--- src/dppc_pkg.sv ---
// dppc_pkg: constants, codes and shared types of the delimited packet parser
// used by dppc_core, the top level and the port checker; no dependencies
`timescale 1ns / 1ps
`default_nettype none

package dppc_pkg;

    localparam int FIELD_BYTES = 32;
    localparam int MAX_FIELDS  = 8;

    localparam int POS_W   = $clog2(FIELD_BYTES + 1);
    localparam int FIELD_W = $clog2(MAX_FIELDS + 1);

    localparam logic [7:0] CH_START = 8'h3C;
    localparam logic [7:0] CH_END   = 8'h3E;
    localparam logic [7:0] CH_SEP   = 8'h7C;
    localparam logic [7:0] CH_ZERO  = 8'h30;
    localparam logic [7:0] CH_NINE  = 8'h39;

    localparam logic [3:0] CMD_DIGITS_MAX = 4'd9;
    localparam logic [1:0] SUM_DIGITS_MAX = 2'd3;

    typedef enum logic [2:0] {
        PH_WAIT      = 3'd0,
        PH_CMD_FIRST = 3'd1,
        PH_CMD_MORE  = 3'd2,
        PH_ARGS      = 3'd3,
        PH_SUM_FIRST = 3'd4,
        PH_SUM_MORE  = 3'd5
    } t_phase;

    typedef enum logic [2:0] {
        ST_OK        = 3'd0,
        ST_CMD_START = 3'd1,
        ST_CMD_CHAR  = 3'd2,
        ST_UNKNOWN   = 3'd3,
        ST_ARG       = 3'd4,
        ST_SUM_START = 3'd5,
        ST_SUM_CHAR  = 3'd6,
        ST_MISMATCH  = 3'd7
    } t_status;

    typedef enum logic [2:0] {
        REG_CMD_CODE_A  = 3'd0,
        REG_CMD_CODE_B  = 3'd1,
        REG_CMD_CODE_C  = 3'd2,
        REG_CMD_CODE_D  = 3'd3,
        REG_ARG_COUNT_A = 3'd4,
        REG_ARG_COUNT_B = 3'd5,
        REG_ARG_COUNT_C = 3'd6,
        REG_ARG_COUNT_D = 3'd7
    } t_reg_idx;

    localparam logic RK_BYTE    = 1'b0;
    localparam logic RK_VERDICT = 1'b1;

    typedef struct packed {
        logic [7:0] code_a;
        logic [7:0] code_b;
        logic [7:0] code_c;
        logic [7:0] code_d;
        logic [3:0] count_a;
        logic [3:0] count_b;
        logic [3:0] count_c;
        logic [3:0] count_d;
    } t_cfg;

    typedef struct packed {
        logic       valid;
        logic       kind;
        logic [2:0] index;
        logic [5:0] pos;
        logic [7:0] data;
        t_status    status;
        logic [7:0] command;
    } t_result;

endpackage

`default_nettype wire

--- src/delimited_packet_parser_checksum_unit.sv ---
// delimited packet parser top level: input word register, configuration
// registers, dppc_core and result register; depends on dppc_pkg and dppc_core
// an accepted input word passes the input register, dppc_core and the result register
// throughput: one word per cycle while the output is not stalled
// stall on the output holds the result register and, while it holds a word, the input register
// reset (synchronous, active low) empties both registers, returns the parser
// to waiting for a start character and loads the default command table
`timescale 1ns / 1ps
`default_nettype none

module delimited_packet_parser_checksum_unit (
    input  wire logic       i_clk,
    input  wire logic       i_rst_n,
    input  wire logic       i_in_valid,
    output logic            o_in_stall,
    input  wire logic [7:0] i_rx_byte,
    output logic            o_out_valid,
    input  wire logic       i_out_stall,
    output logic            o_result_kind,
    output logic [2:0]      o_field_index,
    output logic [5:0]      o_field_pos,
    output logic [7:0]      o_field_byte,
    output logic [2:0]      o_status,
    output logic [7:0]      o_command,
    input  wire logic       i_cfg_valid,
    output logic            o_cfg_ready,
    input  wire logic [2:0] i_cfg_index,
    input  wire logic [7:0] i_cfg_data
);

    logic              r_in_valid;
    logic [7:0]        r_in_byte;
    dppc_pkg::t_cfg    r_cfg;
    dppc_pkg::t_result r_out;
    dppc_pkg::t_result res;
    logic              advance;

    assign advance     = !r_out.valid || !i_out_stall;
    assign o_in_stall  = r_in_valid && !advance;
    assign o_cfg_ready = 1'b1;

    always_ff @(posedge i_clk) begin
        if (!i_rst_n) begin
            r_in_valid <= 1'b0;
        end else if (!o_in_stall) begin
            r_in_valid <= i_in_valid;
        end
    end

    always_ff @(posedge i_clk) begin
        if (!o_in_stall) begin
            r_in_byte <= i_rx_byte;
        end
    end

    always_ff @(posedge i_clk) begin
        if (!i_rst_n) begin
            r_cfg.code_a  <= 8'd1;
            r_cfg.code_b  <= 8'd2;
            r_cfg.code_c  <= 8'd3;
            r_cfg.code_d  <= 8'd4;
            r_cfg.count_a <= 4'd2;
            r_cfg.count_b <= 4'd5;
            r_cfg.count_c <= 4'd0;
            r_cfg.count_d <= 4'd3;
        end else if (i_cfg_valid && o_cfg_ready) begin
            case (dppc_pkg::t_reg_idx'(i_cfg_index))
                dppc_pkg::REG_CMD_CODE_A:  r_cfg.code_a  <= i_cfg_data;
                dppc_pkg::REG_CMD_CODE_B:  r_cfg.code_b  <= i_cfg_data;
                dppc_pkg::REG_CMD_CODE_C:  r_cfg.code_c  <= i_cfg_data;
                dppc_pkg::REG_CMD_CODE_D:  r_cfg.code_d  <= i_cfg_data;
                dppc_pkg::REG_ARG_COUNT_A: r_cfg.count_a <= i_cfg_data[3:0];
                dppc_pkg::REG_ARG_COUNT_B: r_cfg.count_b <= i_cfg_data[3:0];
                dppc_pkg::REG_ARG_COUNT_C: r_cfg.count_c <= i_cfg_data[3:0];
                dppc_pkg::REG_ARG_COUNT_D: r_cfg.count_d <= i_cfg_data[3:0];
                default: ;
            endcase
        end
    end

    dppc_core u_core (
        .i_clk   (i_clk),
        .i_rst_n (i_rst_n),
        .i_step  (r_in_valid && advance),
        .i_byte  (r_in_byte),
        .i_cfg   (r_cfg),
        .o_res   (res)
    );

    always_ff @(posedge i_clk) begin
        if (!i_rst_n) begin
            r_out.valid <= 1'b0;
        end else if (advance) begin
            r_out <= res;
        end
    end

    assign o_out_valid   = r_out.valid;
    assign o_result_kind = r_out.kind;
    assign o_field_index = r_out.index;
    assign o_field_pos   = r_out.pos;
    assign o_field_byte  = r_out.data;
    assign o_status      = r_out.status;
    assign o_command     = r_out.command;

endmodule

`default_nettype wire

--- src/dppc_core.sv ---
// dppc_core: parser state machine, command lookup and running checksum
// one word per step, result produced combinationally; depends on dppc_pkg
`timescale 1ns / 1ps
`default_nettype none

module dppc_core (
    input  wire logic              i_clk,
    input  wire logic              i_rst_n,
    input  wire logic              i_step,
    input  wire logic [7:0]        i_byte,
    input  wire dppc_pkg::t_cfg    i_cfg,
    output dppc_pkg::t_result      o_res
);

    dppc_pkg::t_phase                  r_phase, n_phase;
    logic [7:0]                        r_sum, n_sum;
    logic [7:0]                        r_cmd, n_cmd;
    logic [3:0]                        r_cdig, n_cdig;
    logic [dppc_pkg::FIELD_W-1:0]      r_need, n_need;
    logic [dppc_pkg::FIELD_W-1:0]      r_field, n_field;
    logic [dppc_pkg::POS_W-1:0]        r_pos, n_pos;
    logic [7:0]                        r_rsum, n_rsum;
    logic [1:0]                        r_sdig, n_sdig;

    logic                              is_digit;
    logic [7:0]                        digit;
    logic                              hit;
    logic [3:0]                        count;
    logic [dppc_pkg::FIELD_W-1:0]      field_inc;

    always_ff @(posedge i_clk) begin
        if (!i_rst_n) begin
            r_phase <= dppc_pkg::PH_WAIT;
            r_sum   <= '0;
            r_cmd   <= '0;
            r_cdig  <= '0;
            r_need  <= '0;
            r_field <= '0;
            r_pos   <= '0;
            r_rsum  <= '0;
            r_sdig  <= '0;
        end else begin
            r_phase <= n_phase;
            r_sum   <= n_sum;
            r_cmd   <= n_cmd;
            r_cdig  <= n_cdig;
            r_need  <= n_need;
            r_field <= n_field;
            r_pos   <= n_pos;
            r_rsum  <= n_rsum;
            r_sdig  <= n_sdig;
        end
    end

    always_comb begin
        is_digit  = i_byte inside {[dppc_pkg::CH_ZERO:dppc_pkg::CH_NINE]};
        digit     = {4'd0, i_byte[3:0]};
        field_inc = r_field + 1'b1;

        // first matching code wins
        hit   = 1'b1;
        count = '0;
        if (i_cfg.code_a == r_cmd) begin
            count = i_cfg.count_a;
        end else if (i_cfg.code_b == r_cmd) begin
            count = i_cfg.count_b;
        end else if (i_cfg.code_c == r_cmd) begin
            count = i_cfg.count_c;
        end else if (i_cfg.code_d == r_cmd) begin
            count = i_cfg.count_d;
        end else begin
            hit = 1'b0;
        end

        n_phase = r_phase;
        n_sum   = r_sum;
        n_cmd   = r_cmd;
        n_cdig  = r_cdig;
        n_need  = r_need;
        n_field = r_field;
        n_pos   = r_pos;
        n_rsum  = r_rsum;
        n_sdig  = r_sdig;

        o_res         = '0;
        o_res.kind    = dppc_pkg::RK_VERDICT;
        o_res.command = r_cmd;

        if (i_step) begin
            case (r_phase)
                dppc_pkg::PH_WAIT: begin
                    if (i_byte == dppc_pkg::CH_START) begin
                        n_phase = dppc_pkg::PH_CMD_FIRST;
                        n_sum   = '0;
                        n_cmd   = '0;
                        n_cdig  = '0;
                        n_need  = '0;
                        n_field = '0;
                        n_pos   = '0;
                        n_rsum  = '0;
                        n_sdig  = '0;
                    end
                end
                dppc_pkg::PH_CMD_FIRST: begin
                    if (!is_digit) begin
                        o_res.valid  = 1'b1;
                        o_res.status = dppc_pkg::ST_CMD_START;
                        n_phase      = dppc_pkg::PH_WAIT;
                    end else begin
                        n_cmd   = digit;
                        n_cdig  = 4'd1;
                        n_sum   = r_sum + i_byte;
                        n_phase = dppc_pkg::PH_CMD_MORE;
                    end
                end
                dppc_pkg::PH_CMD_MORE: begin
                    if (is_digit && r_cdig < dppc_pkg::CMD_DIGITS_MAX) begin
                        // times ten as two shifts
                        n_cmd  = {r_cmd[4:0], 3'd0} + {r_cmd[6:0], 1'b0} + digit;
                        n_cdig = r_cdig + 4'd1;
                        n_sum  = r_sum + i_byte;
                    end else if (i_byte != dppc_pkg::CH_SEP) begin
                        o_res.valid  = 1'b1;
                        o_res.status = dppc_pkg::ST_CMD_CHAR;
                        n_phase      = dppc_pkg::PH_WAIT;
                    end else if (!hit) begin
                        o_res.valid  = 1'b1;
                        o_res.status = dppc_pkg::ST_UNKNOWN;
                        n_phase      = dppc_pkg::PH_WAIT;
                    end else begin
                        n_sum   = r_sum + i_byte;
                        n_need  = (count > 4'(dppc_pkg::MAX_FIELDS))
                                  ? dppc_pkg::FIELD_W'(dppc_pkg::MAX_FIELDS)
                                  : dppc_pkg::FIELD_W'(count);
                        n_field = '0;
                        n_pos   = '0;
                        n_phase = (count == 4'd0) ? dppc_pkg::PH_SUM_FIRST
                                                  : dppc_pkg::PH_ARGS;
                    end
                end
                dppc_pkg::PH_ARGS: begin
                    if (i_byte == dppc_pkg::CH_START || i_byte == dppc_pkg::CH_END
                        || r_pos >= dppc_pkg::POS_W'(dppc_pkg::FIELD_BYTES)) begin
                        o_res.valid  = 1'b1;
                        o_res.status = dppc_pkg::ST_ARG;
                        n_phase      = dppc_pkg::PH_WAIT;
                    end else if (i_byte == dppc_pkg::CH_SEP) begin
                        n_sum   = r_sum + i_byte;
                        n_field = field_inc;
                        n_pos   = '0;
                        if (field_inc >= r_need) begin
                            n_phase = dppc_pkg::PH_SUM_FIRST;
                        end
                    end else begin
                        n_sum         = r_sum + i_byte;
                        n_pos         = r_pos + 1'b1;
                        o_res.valid   = 1'b1;
                        o_res.kind    = dppc_pkg::RK_BYTE;
                        o_res.index   = 3'(r_field);
                        o_res.pos     = 6'(r_pos);
                        o_res.data    = i_byte;
                        o_res.command = '0;
                    end
                end
                dppc_pkg::PH_SUM_FIRST: begin
                    if (!is_digit) begin
                        o_res.valid  = 1'b1;
                        o_res.status = dppc_pkg::ST_SUM_START;
                        n_phase      = dppc_pkg::PH_WAIT;
                    end else begin
                        n_rsum  = digit;
                        n_sdig  = 2'd1;
                        n_phase = dppc_pkg::PH_SUM_MORE;
                    end
                end
                dppc_pkg::PH_SUM_MORE: begin
                    if (i_byte == dppc_pkg::CH_END) begin
                        o_res.valid  = 1'b1;
                        o_res.status = (r_rsum == r_sum) ? dppc_pkg::ST_OK
                                                         : dppc_pkg::ST_MISMATCH;
                        n_phase      = dppc_pkg::PH_WAIT;
                    end else if (is_digit && r_sdig < dppc_pkg::SUM_DIGITS_MAX) begin
                        // received value kept modulo 256
                        n_rsum = {r_rsum[4:0], 3'd0} + {r_rsum[6:0], 1'b0} + digit;
                        n_sdig = r_sdig + 2'd1;
                    end else begin
                        o_res.valid  = 1'b1;
                        o_res.status = dppc_pkg::ST_SUM_CHAR;
                        n_phase      = dppc_pkg::PH_WAIT;
                    end
                end
                default: begin
                    n_phase = dppc_pkg::PH_WAIT;
                end
            endcase
        end
    end

endmodule

`default_nettype wire

--- config.mk ---
export PLATFORM = sky130hd
export DESIGN_NAME = delimited_packet_parser_checksum_unit
export DESIGN_NICKNAME = d
export VERILOG_FILES = /design/src/dppc_pkg.sv /design/src/delimited_packet_parser_checksum_unit.sv /design/src/dppc_core.sv
export SDC_FILE = /design/constraint.sdc
export NUM_CORES = 1
export LEC_CHECK = 0
export BUFFER_PORTS_ARGS = -buffer_cell sky130_fd_sc_hd__buf_4
export CORE_UTILIZATION = 45
export CTS_CLUSTER_SIZE = 40
export DETAILED_ROUTE_END_ITERATION = 10
export PLACE_DENSITY = 0.71
export SETUP_SLACK_MARGIN = 0.2
export SLEW_MARGIN = 15
export SYNTH_ARGS = -nofsm -noshare
export SYNTH_HDL_FRONTEND = slang
export SYNTH_SLANG_ARGS = --single-unit
--- constraint.sdc ---
create_clock -name i_clk -period 3.6 [get_ports i_clk]
set_input_delay 0.36 -clock i_clk [delete_from_list [all_inputs] [get_ports i_clk]]
set_output_delay 0.36 -clock i_clk [all_outputs]
set_load 0.02 [all_outputs]
== Word-level counts from Yosys, hierarchy flattened ==
Cells that the tools add are included.

* Logic and storage cells: 205
* Register bits after elaboration: 134
* Output and inout bits: 32
* Input port bits: 24

* Mux-type cells: 86
* Eq/ne operators: 37
* $lt $le $gt $ge: 7
* Add/subtract/negate cells: 9
* Reductions and logical operators: 38
* Bitwise gates (word level): 2

{| class="wikitable"
|+ Operators with widths
! cell !! number
|-
| $mux W8 || 13
|-
| $mux W4 || 16
|-
| $mux W3 || 18
|-
| $pmux W8 S3 || 2
|-
| $eq A8 B8 Y1 || 5
|-
| $mux W18 || 2
|-
| $mux W6 || 6
|-
| $pmux W8 S4 || 1
|-
| $mux W30 || 1
|-
| $add A8 B8 Y8 || 3
|-
| $pmux W4 S3 || 2
|-
| $mux W19 || 1
|-
| $eq A3 B3 Y1 const B || 6
|-
| $pmux W3 S6 || 1
|-
| $pmux W6 S3 || 1
|-
| $reduce_and A2 Y1 || 9
|-
| $reduce_and A6 Y1 || 3
|-
| $add A8 B4 Y8 || 2
|-
| $eq A8 B6 Y1 const B || 2
|-
| $pmux W3 S5 || 1
|-
| $ne A2 B1 Y1 const B || 7
|-
| $reduce_and A7 Y1 || 2
|-
| $eq A3 B2 Y1 const B || 4
|-
| $mux W1 || 12
|-
| 34 further kinds || 59
|}

== Depth between registers and ports, before layout ==
Gate-level depths: netlist of run 1.

* Depth in word-level cells: 11
* Depth in mapped cells: 11

== By module ==
Synthesis of run 1 repeated with hierarchy kept, for this count alone.

* Cell total of the unflattened synthesis: 774
* Area total of the unflattened synthesis: 7485.9 µm²

{| class="wikitable"
|+ By module, submodules not included
! module !! area an instance (µm²) !! sequential area each (µm²) !! cells each !! instances
|-
| dppc_core || 4416.7 || 940.9 || 546 || 1
|-
| delimited_packet_parser_checksum_unit || 3069.2 || 2112.0 || 228 || 1
|}

== Worst setup path before layout of run 1 ==
No wires, ideal clock.

* Path kind: input -> register
* From: input port i_rst_n
* To: register r_out, in the netlist o_command[0] (enable)
* Path buffers: 3
* Stages: 5
* Library setup time: 425 ps
* Required time: 3175 ps
* Arrival time: 2553 ps
* Slack: 622 ps
* Cells stage by stage: clkbuf_1 inv_1 clkbuf_1 clkbuf_1 a21oi_1

* Word-level cells in the longest chain between the ends: 1

{| class="wikitable"
|+ Ends and longest elaborated chain
! item !! line !! source
|-
| from (decl) || delimited_packet_parser_checksum_unit.sv:13 || <nowiki>input wire logic i_rst_n,</nowiki>
|-
| $reduce_and A2 Y1 (no line) || n/a ||
|-
| to (signal assigned) || delimited_packet_parser_checksum_unit.sv:94 || <nowiki>r_out <= res;</nowiki>
|-
| to (decl) || delimited_packet_parser_checksum_unit.sv:34 || <nowiki>dppc_pkg::t_result r_out;</nowiki>
|}

Every way passes these cells.
A chain may end at the register's enable or synchronous reset.

== Final worst setup path of run 1 ==
* From: register u_core.r_phase[0]
* To: register u_core.r_cmd[7]

* Word-level cells in the longest chain between the ends: 3
* Elaborated cells between the ends (all ways): 9
* Classes of those cells: eq/ne (5); mux (1); reduce/logical (3)

{| class="wikitable"
|+ Ends and longest elaborated chain
! item !! line !! source
|-
| from (decl) || dppc_core.sv:15 || <nowiki>dppc_pkg::t_phase r_phase, n_phase;</nowiki>
|-
| from (signal assigned) || dppc_core.sv:33 || <nowiki>r_phase <= dppc_pkg::PH_WAIT;</nowiki>
|-
| from (signal assigned) || dppc_core.sv:43 || <nowiki>r_phase <= n_phase;</nowiki>
|-
| $eq A3 B2 Y1, or another cell as far along || dppc_core.sv:90 || <nowiki>case (r_phase)</nowiki>
|-
| $ne A2 B1 Y1 (no line) / $reduce_bool A3 Y1 (equally long branches) || n/a ||
|-
| $reduce_and A5 Y1 (no line) || n/a ||
|-
| to (signal assigned) || dppc_core.sv:45 || <nowiki>r_cmd <= n_cmd;</nowiki>
|-
| to (decl) || dppc_core.sv:17 || <nowiki>logic [7:0] r_cmd, n_cmd;</nowiki>
|}

Parallel ways exist; a longest one is shown, timed or not.

==> qor.tcl, run 1 <==
set qor(gp_routability_congestion) 0.862
set qor(clock_tree.htree_level_count) 4
set qor(drt_iter0_drc) 414
set qor(timing.final.ws_setup_ns) 0.856
set qor(syn-mean-instance-area_um2) 9.04
set qor(synth_enable_flop_cells) 37
set qor(sequential_share_of_power_pct) 45.5
set qor(final_clock_skew_ns) 0.00859
set qor(synth-seq-area-share_pct) 42.6
set qor(dieHeight_um) 128
set qor(cap_viol_max_count) 0
set qor(cts-root-to-sink-buffers) 2
set qor(final.min_clock_period_ns) 2.74
set qor(area_growth_syn_to_layout_pct) 15.5
set qor(timing.setup.critical_path_class) {reg -> reg}
set qor(tritoncts_num_sinks) 134
set qor(critical_path.startpoint) {u_core.r_phase[0]$_SDFFE_PN0P_}
set qor(dieWidth_um) 128
set qor(wl_per_cell_um) 15.6
set qor(clock_power_share_pct) 49.2
set qor(placedCellCount) 1022
set qor(io_buffers) 54
set qor(place_area_um2) 7690
set qor(syn_inst) 793
set qor(nets) 896
set qor(floorplan.io_pins) 56
set qor(post_cts_resize_count) 0
set qor(clk-insertion-delay-late_ns) 0.43
set qor(timing_hold_violations_final) 0
set qor(grt_setup_unrepaired) {no}
set qor(final_layout_size_suffix_gt1_share_pct) 13.9
set qor(timing.fmax_mhz) 364
set qor(most-common-layout-cells) {110 x sky130_fd_sc_hd__nand2_1, 97 x sky130_fd_sc_hd__dfxtp_1, 72 x sky130_fd_sc_hd__nor2_1, 66 x sky130_fd_sc_hd__a21oi_1, 62 x sky130_fd_sc_hd__buf_4}
set qor(post_synth_instance_area_um2) 7170
set qor(worstHoldStart) {i_rx_byte[5]}
set qor(holdPathStages) 1
set qor(r2r.worst_path.cells) 6
set qor(wl_um) 16500
set qor(grt_pass1_vias) 5310
set qor(netSwitchingPower_uw) 831
set qor(critPathCaptureType) {flop}
set qor(vias) 5716
set qor(dpl_worst_slack_ns) 0.907
set qor(total_leakage_power_uw) 0.00342
set qor(rrSetupSlack_ns) 0.86
set qor(timing.rr.start) {u_core.r_phase[0]$_SDFFE_PN0P_}
set qor(floorplan.initialDensity_pct) 46.7
set qor(ir_drop_v) 0.000345
set qor(max-slew-margin-rel_pct) 26.0
set qor(design.core.area_um2) 15400
set qor(startpoint_type) {flop}
set qor(yosysWarnings) 0
set qor(rows) 45
set qor(drc) 0
set qor(worstReg2RegEnd) {u_core.r_cmd[7]$_SDFFE_PN0P_}
set qor(min_period_over_period_pct) 76.2
set qor(worstPathMaxFanout) 20
set qor(mostFrequentLayoutCell) {sky130_fd_sc_hd__nand2_1}
set qor(mappedNetlistNets) 859
set qor(power.total_uw) 3510
set qor(die_area_um2) 16400
set qor(grt_max_degree) 60
set qor(setup_viol) 0
set qor(drtAntennaViolNets) 0
set qor(crit_arrival_ns) 3.10
set qor(drt_pre_antenna_iters) 5
set qor(number_of_antenna_violations_at_the_first_check_in_global_routing) 0
set qor(dp.final_hpwl_um) 11700
set qor(grt.total_usage_pct) 21.2
set qor(tightest_slew_ns) 1.11
set qor(cellPowerDensity_nw_per_um2) 424
set qor(cts.clk_slew.worst_paths_ns) 0.06
set qor(tritoncts) {yes}
set qor(total_congestion_overflow) 0
set qor(post_drt_via_cell_ratio) 5.42
set qor(hold_path.class) {in -> reg}
set qor(critical_path_required_ns) 3.96
set qor(postCtsSetupBuffers) 0
set qor(cellInternalPower_uw) 2680
set qor(outcome) {finished, final reports clean}
set qor(cts-hold-fix-buffers) 0
set qor(stdcell_count) 1054
set qor(drv_slew) 0
set qor(p_sw_share_pct) 23.6
set qor(synth_top_flop_cell) {sky130_fd_sc_hd__dfxtp_1}
set qor(antenna_cells) 0
set qor(fin_tns_setup_ns) 0
set qor(share_of_power_burned_in_combinational_logic_pct) 5.3
set qor(synth.lib_cells_used.distinct) 71
set qor(n_fill_cell) 1421
set qor(async_reset_ff_share_pct) 0
set qor(final_design_area_no_fill_um2) 8280
set qor(postSynthRegisterBits) 134
set qor(hold_end) {r_in_byte[5]$_DFFE_PN_}
set qor(grt_pass1_wl_um) 27000
set qor(cts_root_buf) {sky130_fd_sc_hd__clkbuf_16}
set qor(cts_bufs_inserted) 17
[state kept, by name, summed over array words and instances (netlist names), 2 cells and up]
signal          flops
u_core.r_rsum       8
u_core.r_cmd        8
o_field_index       3
o_field_byte        8
o_field_pos         6
u_core.r_sdig       2
u_core.r_sum        8
o_command           8
u_core.r_field      4
u_core.r_cdig       4
o_status            3
r_cfg              48
r_in_byte           8
u_core.r_phase      3
u_core.r_pos        6
u_core.r_need       4
[worst max path at each step]
stage | endpoint | slack (ns)
after floorplan | o_command[0]$_DFFE_PP_ | 0.62
after detailed placement | u_core.r_cmd[7]$_SDFFE_PN0P_ | 0.91
final | u_core.r_cmd[7]$_SDFFE_PN0P_ | 0.86
after CTS | u_core.r_cmd[7]$_SDFFE_PN0P_ | 0.89
after global routing | u_core.r_cmd[5]$_SDFFE_PN0P_ | 0.68
after global placement | u_core.r_cmd[7]$_SDFFE_PN0P_ | 0.93
[per-layer routing]
| layer | vias up | GRT usage (%) | share of wire [%] |
|---|---|---|---|
| met1 | 2716 | 29.3 | 47 |
| met3 | 15 | 4.51 | 5.6 |
| met2 | 174 | 32.8 | 46 |
| met4 | 0 | 7.27 | 1.3 |
| li1 | 2811 | - | - |
| met5 | - | 0 | 0 |
[layout make-up]
cell class | count | area [um^2] | area share (%)
Timing Repair Buffer | 62 | 465 | 5.62
Clock inverter | 12 | 113 | 1.36
Clock buffer | 20 | 478 | 5.77
Sequential cell | 134 | 3050 | 36.9
Multi-Input combinational cell | 580 | 3780 | 45.6
Inverter | 35 | 131 | 1.59
Tap cell | 211 | 264 | 3.19
[per-stage QoR]
step                util (%)  hold slack [ns]
floorplan                  -            0.442
global placement        50.0            0.455
detailed placement      50.0            0.463
CTS                     53.9           0.0932
global route            53.9           0.0925
finish                  53.9            0.107
[kinds of logic after synthesis]
group	after synthesis	share of synthesized area [%]
and+or+nand+nor	303	20.2
AOI/OAI and AO/OA	151	13.9
other	2	0.105
xor gates and xnor gates	58	7.08
adders and majority gates	42	7.85
muxes	24	3.37
DFF	134	42.6
buffers and inverters	79	4.92
[critical path: stages, from the launching register on]
cell,delay [ns]
sky130_fd_sc_hd__dfxtp_1,0.74
sky130_fd_sc_hd__nor2_1,0.24
sky130_fd_sc_hd__a211o_1,0.41
sky130_fd_sc_hd__o21bai_1,0.47
sky130_fd_sc_hd__buf_4,0.31
sky130_fd_sc_hd__or3_1,0.36
sky130_fd_sc_hd__a21oi_1,0.13
[cell usage after synthesis, drive strengths merged, types with 3 or more instances]
| library cell | count | area share (%) |
|---|---|---|
| nand2 | 111 | 5.8 |
| dfxtp | 97 | 27 |
| nor2 | 73 | 3.9 |
| a21oi | 67 | 4.7 |
| edfxtp | 37 | 15 |
| ha | 37 | 6.5 |
| inv | 34 | 1.8 |
| xnor2 | 29 | 3.5 |
| xor2 | 29 | 3.5 |
| clkbuf | 26 | 1.4 |
| mux2i | 23 | 3.2 |
| and2 | 22 | 1.9 |
| nand3 | 20 | 1.4 |
| buf | 18 | 1.7 |
| nor3 | 18 | 1.3 |
| nor2b | 17 | 1.5 |
| o21ai | 17 | 1.2 |
| o22ai | 10 | 0.87 |
| nor4 | 7 | 0.79 |
| a21o | 6 | 0.63 |
| a22oi | 6 | 0.63 |
| nand2b | 6 | 0.52 |
| nand4 | 6 | 0.52 |
| a211oi | 5 | 0.59 |
| fa | 5 | 1.4 |
| o211ai | 5 | 0.59 |
| a31o | 4 | 0.49 |
| and3 | 4 | 0.35 |
| o21a | 4 | 0.42 |
| a2111oi | 3 | 0.63 |
| a22o | 3 | 0.37 |
| a41oi | 3 | 0.37 |
| o21bai | 3 | 0.31 |
| o31ai | 3 | 0.38 |
| or3 | 3 | 0.26 |
[power groups by stage]
stage,sequential [uW],combinational [uW],clock [uW]
after CTS,1600,187,1750
after floorplan,1640,101,0
after global placement,1630,185,0
after detailed placement,1630,187,0
final,1600,188,1730
after global routing,1600,206,1820
Power figures use the tool's default switching activity.
==> run 2: changes to the inputs <==
--- a/config.mk
+++ b/config.mk
@@ -9,7 +9,7 @@
 export CORE_UTILIZATION = 45
 export CTS_CLUSTER_SIZE = 40
 export DETAILED_ROUTE_END_ITERATION = 10
-export PLACE_DENSITY = 0.71
+export PLACE_DENSITY = 0.73
 export SETUP_SLACK_MARGIN = 0.2
 export SLEW_MARGIN = 15
 export SYNTH_ARGS = -nofsm -noshare
==> constraint.sdc (replaced) <==
create_clock -name i_clk -period 2.5 [get_ports i_clk]
set_input_delay 0.25 -clock i_clk [delete_from_list [all_inputs] [get_ports i_clk]]
set_output_delay 0.25 -clock i_clk [all_outputs]
set_load 0.02 [all_outputs]
==> run 2 against run 1 <==
The run now ends with setup timing left. Utilization is 5.2 points higher. Setup slack worse by 0.90 ns. Largest power group unchanged. Fmax is 7.8% higher. Register-to-register slack worse by 0.90 ns. Sequential share of layout area is 3.1 points lower.
==> qor.tcl, run 2 (synthesis results as in run 1) <==
set qor(outcome) {complete, but fails checks}
set qor(failed_checks) {setup timing}
set qor(timing.final.ws_setup_ns) -0.0451 ;# -0.901 ns
set qor(worstPathCellList) {buf_12 -> fa_1 -> ha_1 -> a21o_1 -> a21oi_2 -> o21bai_1 -> a21oi_1 -> xnor2_1 -> or3_1 -> a21oi_2}
set qor(tritoncts) {yes}
set qor(critical_path_required_ns) 2.85 ;# -1.11 ns
set qor(register_ranked_first_by_flip_flop_count) {r_cfg}
set qor(design.core.area_um2) 15400 ;# unchanged
set qor(hold_path.class) {in -> reg}
set qor(final_clock_skew_ns) 0.00521 ;# -0.00338 ns
set qor(clk-insertion-delay-late_ns) 0.43 ;# about the same
set qor(most-common-layout-cells) {115 x sky130_fd_sc_hd__buf_4, 110 x sky130_fd_sc_hd__nand2_1, 88 x sky130_fd_sc_hd__dfxtp_1, 71 x sky130_fd_sc_hd__nor2_1, 60 x sky130_fd_sc_hd__a21oi_1}
set qor(floorplan.initialDensity_pct) 46.7 ;# unchanged
set qor(n_fill_cell) 1275 ;# -10%
set qor(routed-wl-met2_um) 8720 ;# +15%
set qor(max-slew-margin-rel_pct) 49.9 ;# +24 points
set qor(fin_tns_setup_ns) -0.0524 ;# -0.0524 ns
set qor(drv_slew) 0 ;# unchanged
set qor(layout.area.seq_um2) 3060 ;# +0.37%
set qor(dieHeight_um) 128 ;# unchanged
set qor(grt.total_usage_pct) 22.5 ;# +1.3 points
set qor(min_period_over_period_pct) 102 ;# +26 points
set qor(largest_reg_flops) 48 ;# unchanged
set qor(timing_hold_violations_final) 0 ;# unchanged
set qor(wl_um) 18200 ;# +10%
set qor(startpoint_type) {flop}
set qor(drt_pre_antenna_iters) 5 ;# unchanged
set qor(timing.setup.critical_path_class) {reg -> reg}
set qor(final.min_clock_period_ns) 2.55 ;# -0.199 ns
set qor(dp.final_hpwl_um) 12300 ;# +5.1%
set qor(rows) 45 ;# unchanged
set qor(critPathCaptureType) {flop}
set qor(setup_viol) 2 ;# +2
set qor(io_buffers) 54 ;# unchanged
set qor(cts_bufs_inserted) 17 ;# unchanged
set qor(nets) 963 ;# +7.5%
set qor(top_signal_layer_used) {met4}
set qor(multi_input_area_um2) 3960 ;# +4.9%
set qor(die_area_um2) 16400 ;# unchanged
set qor(m1WireLength_um) 8050 ;# +3.1%
set qor(floorplan.io_pins) 56 ;# unchanged
set qor(total_leakage_power_uw) 0.00379 ;# +11%
set qor(vias) 6063 ;# +6.1%
set qor(cellPowerDensity_nw_per_um2) 582 ;# +37%
set qor(cts.clk_slew.worst_paths_ns) 0.06 ;# about the same
set qor(gp_routability_congestion) 0.920 ;# +6.7%
set qor(master_of_the_slowest_instance_on_the_critical_path) {sky130_fd_sc_hd__fa_1}
set qor(drt_iter0_drc) 431 ;# +4.1%
set qor(cts_root_buf) {sky130_fd_sc_hd__clkbuf_16}
set qor(cp.buffers_inverters) 1 ;# unchanged
set qor(cap_viol_max_count) 0 ;# unchanged
set qor(ir_drop_v) 0.000501 ;# +45%
set qor(cts-root-to-sink-buffers) 2 ;# unchanged
set qor(grt_pass1_wl_um) 28500 ;# +5.4%
set qor(crit_path_max_incr_delay_ns) 0.45 ;# -0.29 ns
set qor(tritoncts_num_sinks) 134 ;# unchanged
set qor(critical-path-top-cell-by-count) {sky130_fd_sc_hd__a21oi_2}
set qor(critPathTopFamily) {adder cells}
set qor(tightest_slew_ns) 0.746 ;# -0.362 ns
set qor(antenna_cells) 0 ;# unchanged
set qor(mostFrequentLayoutCell) {sky130_fd_sc_hd__buf_4}
set qor(timing.hold.ws_ns) 0.00996 ;# -0.0965 ns
set qor(number_of_antenna_violations_at_the_first_check_in_global_routing) 0 ;# unchanged
set qor(timing.fmax_mhz) 393 ;# +7.8%
set qor(grt_pass1_vias) 5781 ;# +8.9%
set qor(met3_wirelength_um) 1040 ;# +12%
set qor(crit_arrival_ns) 2.90 ;# -0.20 ns
set qor(final_layout_size_suffix_gt1_share_pct) 23.7 ;# +9.9 points
set qor(wl_per_cell_um) 16.2 ;# +3.6%
set qor(worstPathMaxFanout) 9 ;# -55%
set qor(dieWidth_um) 128 ;# unchanged
set qor(total_congestion_overflow) 0 ;# unchanged
set qor(drtAntennaViolNets) 0 ;# unchanged
set qor(clock_tree.htree_level_count) 4 ;# unchanged
set qor(grt_setup_unrepaired) {yes}
set qor(area_growth_syn_to_layout_pct) 26.6
set qor(drc) 0 ;# unchanged
set qor(post_drt_via_cell_ratio) 5.41 ;# -0.27%
set qor(grt_max_degree) 41 ;# -32%
[run 2: changes by cell type in the layout (fill, tap and decap cells not counted), sizes merged]
cell,change
bufinv,+3
clkinvlp,+1
buf,+60
clkinv,+3
inv,-4
dlygate4sd3,+7
clkbuf,-3
[run 2: where the power goes]
group	total (uW)	internal, uW	switching [uW]
combinational	344	146	198
clock	2650	1670	980
sequential	2290	2270	24.1
total	5290	4090	1200
[run 2: cell type report]
| cell class | count | share of cell area [%] |
|---|---|---|
| multi-input cells | 580 | 43.6 |
| clock buffers | 17 | 4.68 |
| flip-flops and latches | 134 | 33.7 |
| clock inverters | 15 | 2.25 |
| well taps | 211 | 2.91 |
| repair buffers | 129 | 11.3 |
| inverters | 35 | 1.45 |
[run 2: per-stage QoR]
stage	power, uW	setup WS, ns	util [%]	std cells	area [um^2]
floorplan	2500	0.200	-	793	7180
global placement	2640	-0.0796	52.3	1066	8040
detailed placement	2650	-0.0997	52.3	1066	8040
CTS	5290	-0.0224	57.7	1113	8870
global route	5420	-0.158	59.1	1121	9080
finish	5290	-0.0451	59.1	1121	9080
[run 2: repair_timing]
action                                 CTS  global route
endpoints found under the hold margin    7             0
resized for setup                       20            36
cloned                                   0             0
hold buffers                             7             0
setup endpoints to repair               35            45
pin swaps                               12            32
setup buffers                            8             8
[run 2: layer usage]
layer  vias up  GRT usage, %
met5         -             0
met4         0          9.20
met3        34          4.34
met2       198          36.5
met1      2876          29.3
li1       2955             -
[run 2: final timing paths]
kind | startpoint | to | slack, ns | depth (start not counted)
setup / recovery | r_in_byte[3]$_DFFE_PN_ | u_core.r_cmd[7]$_SDFFE_PN0P_ | -0.05 | 10
hold / removal | i_rx_byte[2] | r_in_byte[2]$_DFFE_PN_ | 0.01 | 1
setup reg to reg | r_in_byte[3]$_DFFE_PN_ | u_core.r_cmd[7]$_SDFFE_PN0P_ | -0.05 | 10
hold reg to reg | r_cfg[34]$_SDFFE_PN0P_ | r_cfg[34]$_SDFFE_PN0P_ | 0.47 | 2
==> run 3: changes to the inputs <==
--- a/config.mk
+++ b/config.mk
@@ -10,6 +10,7 @@
 export CTS_CLUSTER_SIZE = 40
 export DETAILED_ROUTE_END_ITERATION = 10
 export PLACE_DENSITY = 0.73
+export RECOVER_POWER = 50
 export SETUP_SLACK_MARGIN = 0.2
 export SLEW_MARGIN = 15
 export SYNTH_ARGS = -nofsm -noshare
==> run 3 against run 2 <==
The flow still finishes with violations (setup timing). Clock skew hardly changed. Combinational power is 5% lower. Worst hold slack better by 0.021 ns. Utilization is 0.81 points lower. Wire length is 0.18% higher. Setup slack worse by 0.0010 ns. Critical path type unchanged.
==> qor.tcl, run 3 (synthesis results as in run 1) <==
set qor(final_clock_skew_ns) 0.00548 ;# +0.000271 ns
set qor(layout.area.seq_um2) 3060 ;# unchanged
set qor(tritoncts) {yes}
set qor(cts_bufs_inserted) 17 ;# unchanged
set qor(ir_drop_v) 0.000507 ;# +1.1%
set qor(final_layout_size_suffix_gt1_share_pct) 20.1 ;# -3.6 points
set qor(tightest_slew_ns) 1.49 ;# +0.746 ns
set qor(total_congestion_overflow) 0 ;# unchanged
set qor(p_sw_share_pct) 22.8 ;# +0.060 points
set qor(antenna_cells) 0 ;# unchanged
set qor(worstPathCellList) {buf_12 -> fa_1 -> ha_1 -> a21o_1 -> a21oi_2 -> o21bai_1 -> a21oi_1 -> xnor2_1 -> or3_1 -> a21oi_2}
set qor(post_drt_via_cell_ratio) 5.38 ;# -0.51%
set qor(mostFrequentLayoutCell) {sky130_fd_sc_hd__nand2_1}
set qor(drv_slew) 0 ;# unchanged
set qor(max-slew-margin-rel_pct) 0.500 ;# -49 points
set qor(drt_iter0_drc) 439 ;# +1.9%
set qor(critical-path-top-cell-by-count) {sky130_fd_sc_hd__a21oi_2}
set qor(drtAntennaViolNets) 0 ;# unchanged
set qor(failed_checks) {setup timing}
set qor(cap_viol_max_count) 0 ;# unchanged
set qor(dieWidth_um) 128 ;# unchanged
set qor(grt_max_degree) 41 ;# unchanged
set qor(wl_um) 18200 ;# +0.18%
set qor(multi_input_area_um2) 3960 ;# unchanged
set qor(register_ranked_first_by_flip_flop_count) {r_cfg}
set qor(clock_tree.htree_level_count) 4 ;# unchanged
set qor(critPathCaptureType) {flop}
set qor(crit_path_max_incr_delay_ns) 0.45 ;# about the same
set qor(die_area_um2) 16400 ;# unchanged
set qor(timing.fmax_mhz) 393 ;# about the same
set qor(timing_hold_violations_final) 0 ;# unchanged
set qor(power.total_uw) 5270 ;# -0.31%
set qor(min_period_over_period_pct) 102 ;# about the same
set qor(cts_root_buf) {sky130_fd_sc_hd__clkbuf_16}
set qor(setup_viol) 2 ;# unchanged
set qor(gp_routability_congestion) 0.920 ;# unchanged
set qor(timing.setup.critical_path_class) {reg -> reg}
set qor(drc) 0 ;# unchanged
set qor(design.core.area_um2) 15400 ;# unchanged
set qor(grt_pass1_vias) 5781 ;# unchanged
set qor(cts-root-to-sink-buffers) 2 ;# unchanged
set qor(share_of_power_burned_in_combinational_logic_pct) 6.2 ;# -0.3 points
set qor(n_fill_cell) 1317 ;# +3.3%
set qor(critical_path_required_ns) 2.86 ;# about the same
set qor(startpoint_type) {flop}
set qor(number_of_antenna_violations_at_the_first_check_in_global_routing) 0 ;# unchanged
set qor(timing.final.ws_setup_ns) -0.0461 ;# -0.00100 ns
set qor(hold_path.class) {in -> reg}
set qor(master_of_the_slowest_instance_on_the_critical_path) {sky130_fd_sc_hd__fa_1}
set qor(cts.clk_slew.worst_paths_ns) 0.06 ;# about the same
set qor(grt.total_usage_pct) 22.5 ;# unchanged
set qor(clk-insertion-delay-late_ns) 0.43 ;# about the same
set qor(rows) 45 ;# unchanged
set qor(floorplan.initialDensity_pct) 46.7 ;# unchanged
set qor(cellPowerDensity_nw_per_um2) 589 ;# +1.1%
set qor(total_leakage_power_uw) 0.00366 ;# -3.4%
set qor(netSwitchingPower_uw) 1200 ;# about the same
set qor(io_buffers) 54 ;# unchanged
set qor(drt_pre_antenna_iters) 5 ;# unchanged
set qor(vias) 6032 ;# -0.51%
set qor(fin_tns_setup_ns) -0.0579 ;# -0.00552 ns
set qor(nets) 963 ;# unchanged
set qor(dp.final_hpwl_um) 12300 ;# unchanged
set qor(grt_setup_unrepaired) {yes}
set qor(cellInternalPower_uw) 4070 ;# -0.39%
set qor(grt_pass1_wl_um) 28500 ;# unchanged
set qor(outcome) {complete, but fails checks}
set qor(crit_arrival_ns) 2.90 ;# about the same
set qor(dieHeight_um) 128 ;# unchanged
set qor(dpl_worst_slack_ns) -0.0997 ;# unchanged
set qor(largest_reg_flops) 48 ;# unchanged
set qor(area_growth_syn_to_layout_pct) 24.9
set qor(tritoncts_num_sinks) 134 ;# unchanged
set qor(floorplan.io_pins) 56 ;# unchanged
set qor(critPathTopFamily) {adder cells}
set qor(clock_power_share_pct) 50.3 ;# +0.2 points
set qor(wl_per_cell_um) 16.2 ;# +0.18%
set qor(sequential_share_of_power_pct) 43.5 ;# about the same
set qor(most-common-layout-cells) {110 x sky130_fd_sc_hd__nand2_1, 88 x sky130_fd_sc_hd__dfxtp_1, 74 x sky130_fd_sc_hd__buf_4, 71 x sky130_fd_sc_hd__nor2_1, 60 x sky130_fd_sc_hd__a21oi_1}
set qor(worstPathMaxFanout) 9 ;# unchanged
set qor(final.min_clock_period_ns) 2.55 ;# +0.00100 ns
set qor(cp.buffers_inverters) 1 ;# unchanged
[run 3: cell types whose count changed in the layout (fill, tap and decap cells not counted), sizes merged]
cell / delta
buf: -41
clkbuf: +41
[run 3: final cells by class]
class / instances / share of cell area [%]
clock buffer: 17 / 4.75
tap: 211 / 2.95
timing repair buffer: 129 / 10.1
sequential: 134 / 34.2
clock inverter: 15 / 2.28
multi-input combinational: 580 / 44.2
inverter: 35 / 1.47
[run 3: what timing repair did]
item                                    4_1_cts  5_1_grt
pin swaps                                    12       32
resized for setup                            20       36
setup buffers                                 8        8
endpoints found under the setup margin       35       45
gates cloned                                  0        0
endpoints found under the hold margin         7        0
hold buffers                                  7        0
[run 3: power groups by stage]
stage | clock [uW] | combinational [uW] | sequential, uW
final | 2650 | 327 | 2290
after CTS | 2670 | 329 | 2290
after global placement | 0 | 305 | 2340
after global routing | 2750 | 353 | 2300
after floorplan | 0 | 145 | 2360
after detailed placement | 0 | 309 | 2340
[run 3: stage by stage]
| stage | hold slack, ns | instances | util, % | area (um^2) |
|---|---|---|---|---|
| final | 0.0308 | 1121 | 58.3 | 8960 |
| after detailed placement | 0.430 | 1066 | 52.3 | 8040 |
| after global placement | 0.429 | 1066 | 52.3 | 8040 |
| after CTS | 0.000498 | 1113 | 57.7 | 8870 |
| after floorplan | 0.349 | 793 | - | 7180 |
| after global routing | 0.0277 | 1121 | 58.3 | 8960 |
[run 3: path summary, 6_finish.rpt]
check,start,endpoint,slack [ns],cells past startpoint
max,r_in_byte[3]$_DFFE_PN_,u_core.r_cmd[7]$_SDFFE_PN0P_,-0.05,10
min,i_rx_byte[2],r_in_byte[2]$_DFFE_PN_,0.03,1
max reg2reg,r_in_byte[3]$_DFFE_PN_,u_core.r_cmd[7]$_SDFFE_PN0P_,-0.05,10
min reg2reg,r_cfg[34]$_SDFFE_PN0P_,r_cfg[34]$_SDFFE_PN0P_,0.47,2
[run 3: layer usage]
metal | track usage, % | up-vias | part of all wire, %
li1 | - | 2958 | -
met1 | 29.3 | 2860 | 45
met2 | 36.5 | 180 | 48
met3 | 4.34 | 34 | 5.5
met4 | 9.20 | 0 | 1.9
met5 | 0 | - | 0
